[config.mk]
export PLATFORM = sky130hd
export DESIGN_NAME = lhs_ctrl
export DESIGN_NICKNAME = d
export VERILOG_FILES = /design/src/rtl/core/lhs_pkg.sv /design/src/rtl/core/lhs_ctrl.sv
export SDC_FILE = /design/constraint.sdc
export NUM_CORES = 1
export LEC_CHECK = 0
export BUFFER_PORTS_ARGS = -buffer_cell sky130_fd_sc_hd__buf_2
export CAP_MARGIN = 5
export CORE_AREA = 2 2 39 41
export DETAILED_ROUTE_END_ITERATION = 6
export DIE_AREA = 0 0 41 43
export PLACE_DENSITY = 0.71
export SLEW_MARGIN = 20
export SYNTH_ARGS = -nofsm -noshare
export SYNTH_HDL_FRONTEND = slang
export SYNTH_SLANG_ARGS = --single-unit
export TNS_END_PERCENT = 100
[constraint.sdc]
create_clock -name clock -period 2.1 [get_ports clock]
set_input_delay 0.525 -clock clock [delete_from_list [all_inputs] [get_ports clock]]
set_output_delay 0.525 -clock clock [all_outputs]
set_load 0.05 [all_outputs]
[src/rtl/core/lhs_pkg.sv]
// Shared types and constants for the lookahead heading steer block.
package lhs_pkg;

   localparam int COORD_W = 24;
   localparam int DIST_W  = 49;
   localparam int ZW      = 34;
   localparam int CW      = 33;
   localparam logic signed [ZW-1:0] PI_Q30 = 34'sd3373259426;
   localparam logic signed [18:0] PI_Q13     = 19'sd25736;
   localparam logic signed [18:0] TWO_PI_Q13 = 19'sd51472;
   localparam int unsigned ADDR_LOOKAHEAD = 0;
   localparam int unsigned ADDR_GAIN      = 1;

   typedef enum logic [5:0] {
      ST_IDLE   = 6'b000001,
      ST_SETUP  = 6'b000010,
      ST_ITER   = 6'b000100,
      ST_FOLD   = 6'b001000,
      ST_MULT   = 6'b010000,
      ST_OUT    = 6'b100000
   } state_type;

   typedef struct packed {
      logic take;
      logic setup;
      logic iter;
      logic fold;
      logic mult;
      logic clear;
   } cmd_type;

   typedef struct packed {
      logic last;
   } status_type;

   function automatic logic signed [ZW-1:0] atan_q30(input logic [4:0] i);
      logic signed [ZW-1:0] r;
      begin
         case (i)
            5'd0:  r = 34'sd843314857;
            5'd1:  r = 34'sd497837829;
            5'd2:  r = 34'sd263043837;
            5'd3:  r = 34'sd133525159;
            5'd4:  r = 34'sd67021687;
            5'd5:  r = 34'sd33543516;
            5'd6:  r = 34'sd16775851;
            5'd7:  r = 34'sd8388437;
            5'd8:  r = 34'sd4194283;
            5'd9:  r = 34'sd2097149;
            default: r = ZW'(34'sd1073741824 >>> i);
         endcase
         return r;
      end
   endfunction

endpackage

[src/rtl/core/lhs_ctrl.sv]
// Controller state machine sequencing search, CORDIC and output.
module lhs_ctrl import lhs_pkg::*; #(
   parameter int CORDIC_STEPS = 16
) (
   input  logic       clock,
   input  logic       reset,
   input  logic       in_valid,
   output logic       in_ready,
   output logic       out_valid,
   input  logic       out_ready,
   input  status_type status,
   output cmd_type    cmd
);
   localparam int IW = $clog2(CORDIC_STEPS + 1);
   state_type state_ff, state_in;
   logic [IW-1:0] cnt_ff, cnt_in;

   always_comb begin
      state_in = state_ff;
      cnt_in   = cnt_ff;
      cmd      = '0;
      in_ready = 1'b0;
      out_valid = 1'b0;
      case (state_ff)
         ST_IDLE: begin
            in_ready = 1'b1;
            if (in_valid) begin
               cmd.take = 1'b1;
               if (status.last) state_in = ST_SETUP;
            end
         end
         ST_SETUP: begin
            cmd.setup = 1'b1;
            cnt_in = '0;
            state_in = ST_ITER;
         end
         ST_ITER: begin
            cmd.iter = 1'b1;
            cnt_in = cnt_ff + 1'b1;
            if (cnt_ff == IW'(CORDIC_STEPS - 1)) state_in = ST_FOLD;
         end
         ST_FOLD: begin
            cmd.fold = 1'b1;
            state_in = ST_MULT;
         end
         ST_MULT: begin
            cmd.mult = 1'b1;
            state_in = ST_OUT;
         end
         ST_OUT: begin
            out_valid = 1'b1;
            if (out_ready) begin
               cmd.clear = 1'b1;
               state_in = ST_IDLE;
            end
         end
         default: state_in = ST_IDLE;
      endcase
   end

   always_ff @(posedge clock) begin
      if (reset) begin
         state_ff <= ST_IDLE;
         cnt_ff   <= '0;
      end else begin
         state_ff <= state_in;
         cnt_ff   <= cnt_in;
      end
   end
endmodule

==> parameters.txt, run 1 <==
Parameter                              Value

STA
  Slew margin rel. ... between 50% and 60%
  Tcrit/Tclk final ... 102.0%
  Maximum achievable frequency ... around 470 MHz
  Worst-case setup margin in the final layout ... -42.74 ps
  Final setup violation count ... 2
  Final number of max-transition violations ... 0
  Final critical-path required period ... 2143 ps
  RSZ-0062 raised after global routing ... yes
  TNS Setup ... -47.26 ps
  Number of hold violations in the final report ... 0
  Actual transition at the worst max-transition pin ... ~640 ps
  Max Clock Skew ... 6.569 ps

GRT
  Maximum number of pins on one net before global-route repair ... 9
  Number of global-route vias before repair ... approximately 600
  Residual overflow from global routing ... 0
  First-pass GRT wire length ... roughly 2400 µm
  GRT Util Overall ... roughly 20%
  Antenna violations before repair ... 0

Die
  Initial Util ... 46.56%
  Die footprint ... ~1800 µm²
  Die height ... 43 µm
  Width of the die ... 41 µm
  Top-level port count ... 13
  Site row count ... 14
  Core footprint ... about 1400 µm²

Placement
  Detail Placement HPWL ... around 1000 µm
  GPL Wtd Cong ... approximately 0.79
  I/O Buffers ... 12
  Cell count after placement ... between 100 and 150
  Setup slack at placement ... about 170 ps

Synthesis
  Gate count of the mapped netlist ... 78
  Share of the yosys chip area belonging to registers ... roughly a third
  Cell Area, Synth ... approximately 640 µm²
  Total number of yosys warnings ... 0
  Dominant cell type by area after synthesis ... sky130_fd_sc_hd__dfxtp_1
  Yosys reg bits ... 11
  Proportion of netlist area held by the largest area contributor ... 34.17%
  Library cells used by synthesis ... 35
  Mean instance size in the synthesized netlist ... 8.261 µm²
  Leading cell types by total area after synthesis ... sky130_fd_sc_hd__dfxtp_1, sky130_fd_sc_hd__o21ai_0, sky130_fd_sc_hd__nand2_1, sky130_fd_sc_hd__nor2_1, sky130_fd_sc_hd__a21oi_1
  Syn Nets ... 85

Status
  Outcome ... complete, but fails checks
  Violations in the final reports ... negative setup slack

Pwr
  Maximum vdd drop ... around 0.00037 V
  Combinational share of power ... 36.5%
  Leak pwr ... roughly 0.35 nW
  Total Power ... approximately 0.00061 W
  Net switching share of the total power ... roughly 38%
  Sequential power share ... between 30% and 40%
  Power share of the clock group ... ~25%
  Power spent charging and discharging nets ... 0.0002276 W
  Pwr dens ... between 600 and 700 nW/µm²
  Internal ... ~0.00038 W

Clock tree
  Worst skew pair latency ... about 280 ps
  Clock transition at path regs ... 70 ps
  Root cell of the clock tree ... sky130_fd_sc_hd__clkbuf_4
  CTS H-Tree Depth ... 1
  Maximum buffer depth of the clock tree ... 2
  TritonCTS clock tree ... done
  Total CTS buffers ... 3
  Number of sinks on the clock net ... 11

Setup path
  Critical register-to-register path endpoint ... cnt_ff[3]
  Data required time of the worst path ... ~1600 ps
  CP startpoint kind ... flip-flop
  Reg-to-Reg Start ... state_ff[4]
  Depth of the worst register-to-register path ... 5
  CP Class ... flip-flop to output port
  Worst setup EP type ... output port
  Critical Path Fanout Max ... 3
  Worst EP arrival ... roughly 1600 ps
  CP startpoint ... state_ff[2]
  End point of the critical path ... cmd[1]
  R2r setup slk ... about 330 ps

Drt
  Routed wire length ... 1399 µm
  Number of vias after detailed routing ... approximately 610
  Post-detailed-route count of antenna-violating nets ... 0
  Routed wire length per instance ... between 10 and 15 µm
  Total DRC errors in the routed layout ... 0
  Routed vias/inst ... 5.368
  Violation count after the first detailed-routing iteration ... 10
  DR pass1 iterations ... 4

Job
  Max capacitance violation total ... 0

Cells and area
  Post-layout instance count excluding filler cells ... 114
  Number of inserted diodes ... 0
  Layout-stage area growth over the synthesis result ... 38.06%
  Nets ... roughly 110
  Final-layout fill cell count ... between 100 and 150
  Top library cells by usage in the layout, fill and taps aside ... sky130_fd_sc_hd__dfxtp_1, sky130_fd_sc_hd__buf_4, sky130_fd_sc_hd__nand2_1
  Core Util, Final ... ~64%
  Share of post-route cells with drive strength above 1 ... 40.82%

Min path
  Worst Hold Class ... input pin to flip-flop
metal layers:
layer  wire length, µm  vias up  global-route usage [%]  part of all wire (%)
met4                29        0                   14.67                   2.1
met1               653      281                   24.51                    47
met5                 0        -                       0                     0
li1                  -      316                       -                     -
met2               666       11                   29.69                    48
met3                50        4                   3.141                   3.6
worst min-delay path by stage:
stage | from | cells past startpoint | end | slack (ps)
2_1_floorplan | cnt_ff[2] | 2 | cnt_ff[2] | 480
3_3_place_gp | cnt_ff[2] | 2 | cnt_ff[2] | 520
3_5_place_dp | cnt_ff[2] | 2 | cnt_ff[2] | 520
4_1_cts | reset | 2 | cnt_ff[1] | 500
5_1_grt | reset | 2 | cnt_ff[1] | 520
6_report | reset | 2 | cnt_ff[1] | 510
worst max-delay path: stages (launching register included):
cell	delay, ps
sky130_fd_sc_hd__dfxtp_4	360
sky130_fd_sc_hd__or4_4	570
sky130_fd_sc_hd__nor3b_4	230
sky130_fd_sc_hd__buf_6	190
cells in the mapped netlist:
library cell and count:
sky130_fd_sc_hd__nor3b_2 1, sky130_fd_sc_hd__nor4b_1 1, sky130_fd_sc_hd__ha_1 2, sky130_fd_sc_hd__a2bb2oi_1 1, sky130_fd_sc_hd__nor4_1 1, sky130_fd_sc_hd__a41oi_1 1
sky130_fd_sc_hd__o21ai_0 6, sky130_fd_sc_hd__inv_1 4, sky130_fd_sc_hd__o21ba_2 1, sky130_fd_sc_hd__nand2b_1 2, sky130_fd_sc_hd__o32a_1 1, sky130_fd_sc_hd__nand3_1 2
sky130_fd_sc_hd__dfxtp_1 11, sky130_fd_sc_hd__nor2_1 7, sky130_fd_sc_hd__buf_2 3, sky130_fd_sc_hd__or4_4 1, sky130_fd_sc_hd__nor3_2 1, sky130_fd_sc_hd__o2bb2ai_1 1
sky130_fd_sc_hd__mux2_1 1, sky130_fd_sc_hd__nand2_1 7, sky130_fd_sc_hd__nor3b_1 2, sky130_fd_sc_hd__nor3_1 1, sky130_fd_sc_hd__nor4_2 1, sky130_fd_sc_hd__and3_1 1
sky130_fd_sc_hd__and2_1 2, sky130_fd_sc_hd__nand3b_1 1, sky130_fd_sc_hd__a22o_1 1, sky130_fd_sc_hd__or3b_1 1, sky130_fd_sc_hd__nor2b_1 3, sky130_fd_sc_hd__a21oi_1 5
sky130_fd_sc_hd__or4_1 1, sky130_fd_sc_hd__nor2_2 1, sky130_fd_sc_hd__o211ai_1 1, sky130_fd_sc_hd__xor2_1 1, sky130_fd_sc_hd__buf_4 1
cells by family after synthesis:
group,Yosys count,synth area share [%]
buf+inv,8,5.824
simple gates,37,34.76
flops,11,34.17
mux,1,1.747
fa+ha+maj,2,3.883
compound gates,18,18.25
xor+xnor,1,1.359
sequential cells by signal (all words and copies together) (netlist names):
name / count
state_ff: 6
cnt_ff: 5
stage by stage:
stage	instance area, µm²	hold slack (ps)
3_3_place_gp	770.7	519.5
4_1_cts	860.8	499.8
3_5_place_dp	770.7	518.3
6_report	889.6	507.3
5_1_grt	889.6	516.6
2_1_floorplan	668.1	478.1
area by class of cell:
cell class                 instances  area (µm²)  share of cell area (%)
tap                               16       20.02                   2.250
clock buffer                       4       26.28                   2.954
multi-input combinational         59       430.4                   48.38
timing repair buffer              20       163.9                   18.42
sequential                        11       226.5                   25.46
inverter                           4       22.52                   2.532
what timing repair did:
action                     in CTS  in global routing
hold buffers                    0                  0
setup endpoints to repair       7                  7
setup buffers                   1                  1
gates cloned                    0                  0
resized for setup              17                  6
pin swaps                       3                  1
power groups by stage:
stage / Clock [W] / Sequential (W) / Combinational, W
after floorplan: 0 / 0.000229 / 0.000149
after global placement: 0 / 0.000236 / 0.000184
after detailed placement: 0 / 0.000236 / 0.000185
after CTS: 0.000156 / 0.000233 / 0.000201
after global routing: 0.000162 / 0.000235 / 0.000240
final: 0.000151 / 0.000234 / 0.000221
(Power assumes the default switching activity.)
==> inputs of run 2 (changes only) <==
--- a/config.mk
+++ b/config.mk
@@ -5,12 +5,13 @@
 export SDC_FILE = /design/constraint.sdc
 export NUM_CORES = 1
 export LEC_CHECK = 0
+export ABC_AREA = 1
 export BUFFER_PORTS_ARGS = -buffer_cell sky130_fd_sc_hd__buf_2
 export CAP_MARGIN = 5
 export CORE_AREA = 2 2 39 41
 export DETAILED_ROUTE_END_ITERATION = 6
 export DIE_AREA = 0 0 41 43
-export PLACE_DENSITY = 0.71
+export PLACE_DENSITY = 0.66
 export SLEW_MARGIN = 20
 export SYNTH_ARGS = -nofsm -noshare
 export SYNTH_HDL_FRONTEND = slang
==> run 2 against run 1 <==
  * The run now ends clean
  * Sequential power about the same
  * Via count decreased by 11%
  * First-iteration DRC count decreased by 60%
  * Non-clock buffer count decreased by 8
  * Worst setup slack improved by 270 ps
  * Critical path depth increased by 1
  * Fmax increased by 15%
  * Flip-flop and latch count unchanged
  * Largest cell class unchanged
==> parameters.txt, run 2 <==
Parameter                              Value

STA
  Final critical-path required period ... 1869 ps (-274.0 ps)
  Actual transition at the worst max-transition pin ... 251.8 ps (-388.9 ps)
  Max Clock Skew ... 9.731 ps (+3.161 ps)
  Final number of max-transition violations ... 0 (unchanged)
  RSZ-0062 raised after global routing ... no
  Maximum achievable frequency ... 535.1 MHz (+15%)
  Slew margin rel. ... 83.33% (+26 points)
  TNS Setup ... 0 ps (+47.26 ps)
  Final setup violation count ... 0 (-2)
  Number of hold violations in the final report ... 0 (unchanged)
  Tcrit/Tclk final ... 88.99% (-13 points)

Synthesis
  Proportion of netlist area held by the largest area contributor ... 37.13% (+3.0 points)
  Yosys reg bits ... 11 (unchanged)
  Number of enable-type register cells in the synthesized netlist ... 0 (unchanged)
  Ranking of synthesized cells by instance count ... sky130_fd_sc_hd__inv_1, sky130_fd_sc_hd__nand2_1, sky130_fd_sc_hd__dfxtp_1, sky130_fd_sc_hd__nor2_1
  Leading cell types by total area after synthesis ... sky130_fd_sc_hd__dfxtp_1, sky130_fd_sc_hd__inv_1, sky130_fd_sc_hd__nand2_1, sky130_fd_sc_hd__nand4_1, sky130_fd_sc_hd__nor2_1
  Library cells used by synthesis ... 19 (-46%)
  Total number of yosys warnings ... 0 (unchanged)
  Gate count of the mapped netlist ... 84 (+7.7%)
  Cell Area, Synth ... 593.1 µm² (-8.0%)
  Syn Nets ... 91 (+7.1%)
  Dominant cell type by area after synthesis ... sky130_fd_sc_hd__dfxtp_1
  Share of the yosys chip area belonging to registers ... 37.13% (+3.0 points)
  Mean instance size in the synthesized netlist ... 7.060 µm² (-15%)
  Fraction of registers with async set/reset ... 0% (unchanged)
  Flip-flop cell with the highest count after synthesis ... sky130_fd_sc_hd__dfxtp_1

Cells and area
  Cell area after layout ... 688.2 µm² (-23%)
  Number of inserted diodes ... 0 (unchanged)
  Registers with the most flip-flops ... state_ff x6, cnt_ff x5
  Final-layout fill cell count ... 145 (+20%)
  Max reg flops ... 6 (unchanged)
  Top library cells by usage in the layout, fill and taps aside ... sky130_fd_sc_hd__inv_1, sky130_fd_sc_hd__nand2_1, sky130_fd_sc_hd__buf_2
  Layout-stage area growth over the synthesis result ... 16.03%
  Top register by number of flip-flops ... state_ff
  Share of post-route cells with drive strength above 1 ... 25.51% (-15 points)
  Nets ... 106 (unchanged)

Pwr
  Sequential power share ... 42.4% (+3.7 points)
  Power spent charging and discharging nets ... 0.0002143 W (-5.9%)
  Maximum vdd drop ... 0.0002551 V (-31%)
  Total Power ... 0.0005524 W (-8.9%)
  Net switching share of the total power ... 38.79% (+1.2 points)
  Combinational share of power ... 31.0% (-5.5 points)
  Internal ... 0.0003382 W (-11%)
  Pwr dens ... 802.8 nW/µm² (+18%)
  Power share of the clock group ... 26.6% (+1.7 points)
  Leak pwr ... 0.3591 nW (+3.9%)

Die
  Die height ... 43 µm (unchanged)
  Width of the die ... 41 µm (unchanged)
  Initial Util ... 42.86% (-3.7 points)
  Site row count ... 14 (unchanged)
  Core footprint ... 1384 µm² (unchanged)
  Top-level port count ... 13 (unchanged)
  Die footprint ... 1763 µm² (unchanged)

Job
  Max capacitance violation total ... 0 (unchanged)

Setup path
  Worst setup EP type ... output port
  Critical Path Fanout Max ... 6 (+3)
  CP Class ... flip-flop to output port
  Data required time of the worst path ... 1570 ps (about the same)
  CP startpoint kind ... flip-flop
  Worst EP arrival ... 1340 ps (-280 ps)

Drt
  Number of vias after detailed routing ... 542 (-11%)
  Total DRC errors in the routed layout ... 0 (unchanged)
  Routed vias/inst ... 4.754 (-11%)
  Post-detailed-route count of antenna-violating nets ... 0 (unchanged)
  Routed wire length ... 1158 µm (-17%)
  Violation count after the first detailed-routing iteration ... 4 (-6)
  DR pass1 iterations ... 2 (-2)
  Routed wire length per instance ... 10.16 µm (-17%)

Clock tree
  TritonCTS clock tree ... done
  CTS H-Tree Depth ... 1 (unchanged)
  Number of sinks on the clock net ... 11 (unchanged)
  Worst skew pair latency ... 270 ps (about the same)
  Number of cells upsized or downsized after cts ... 0 (-17)
  Total CTS buffers ... 3 (unchanged)
  Number of hold buffers added after cts ... 0 (unchanged)
  Maximum buffer depth of the clock tree ... 2 (unchanged)
  Root cell of the clock tree ... sky130_fd_sc_hd__clkbuf_4
  Clock transition at path regs ... 80 ps (about the same)
  Post-CTS setup repair buffer count ... 0 (-1)

GRT
  Maximum number of pins on one net before global-route repair ... 12 (+3)
  Residual overflow from global routing ... 0 (unchanged)
  Met2 capacity usage during global routing ... 26.56% (-3.1 points)
  Gr busiest metal ... met2
  First-pass GRT wire length ... 1863 µm (-21%)
  GR Layer Usage met1 ... 15.74% (-8.8 points)
  GRT Util Overall ... 15.56% (-4.4 points)
  Number of global-route vias before repair ... 496 (-15%)
  Antenna violations before repair ... 0 (unchanged)
  Met3 usage ... 3.141% (unchanged)

Placement
  Detail Placement HPWL ... 900.4 µm (-8.7%)
  Area after detailed placement ... 661.9 µm² (-14%)
  I/O Buffers ... 12 (unchanged)
  GPL Wtd Cong ... 0.7605 (-3.6%)

Min path
  Worst Hold Class ... flip-flop to flip-flop

Status
  Outcome ... finished, final reports clean
-- run 2: worst paths after layout --
path / startpoint / end / slack [ps] / cells past startpoint
min: cnt_ff[3] / cnt_ff[3] / 470 / 2
max reg2reg: cnt_ff[0] / cnt_ff[4] / 710 / 6
max: state_ff[3] / cmd[4] / 230 / 4
min reg2reg: cnt_ff[3] / cnt_ff[3] / 470 / 2
-- run 2: power by group through the flow --
stage	sequential, W	combinational [W]	clock (W)
final	0.000234	0.000171	0.000147
after floorplan	0.000238	0.000138	0
after global routing	0.000236	0.000188	0.000158
after global placement	0.000239	0.000169	0
after detailed placement	0.000240	0.000172	0
after CTS	0.000235	0.000173	0.000149
-- run 2: cell type report --
cell class                 count  area, µm²  share of cell area [%]
inverter                      16      60.06                   8.727
sequential                    11      220.2                   32.00
multi-input combinational     55      301.5                   43.82
timing repair buffer          12      60.06                   8.727
clock buffer                   4      26.28                   3.818
tap                           16      20.02                   2.909
-- run 2: metrics by stage --
| stage | utilization (%) | worst slack (ps) | hold WS (ps) | std cells |
|---|---|---|---|---|
| after floorplan | - | 284.0 | 439.0 | 84 |
| after global placement | 47.83 | 544.3 | 453.3 | 110 |
| after detailed placement | 47.83 | 528.5 | 460.3 | 110 |
| after CTS | 49.73 | 232.8 | 473.1 | 114 |
| after global routing | 49.73 | 139.5 | 496.5 | 114 |
| final | 49.73 | 231.3 | 467.5 | 114 |
-- run 2: logic make-up (layout without fill, tap and decap cells) --
group / Yosys count / after routing / synth area share (%)
and+or+nand+nor: 43 / 43 / 36.50
buffers and inverters: 18 / 32 / 12.03
DFF: 11 / 11 / 37.13
AOI/OAI and AO/OA: 9 / 9 / 8.650
adders and majority gates: 2 / 2 / 4.219
xor gates and xnor gates: 1 / 1 / 1.477
-- run 2: metal layers --
metal,routed length (µm),share of wire [%]
met1,503,43
met2,572,49
met3,57,4.9
met4,25,2.2
met5,0,0
-- run 2: critical path, cell delays in order, from the launching register on --
cell and delay (ps):
sky130_fd_sc_hd__dfxtp_1 340, sky130_fd_sc_hd__nor2_2 210, sky130_fd_sc_hd__nand3_1 180, sky130_fd_sc_hd__inv_1 90, sky130_fd_sc_hd__buf_2 260
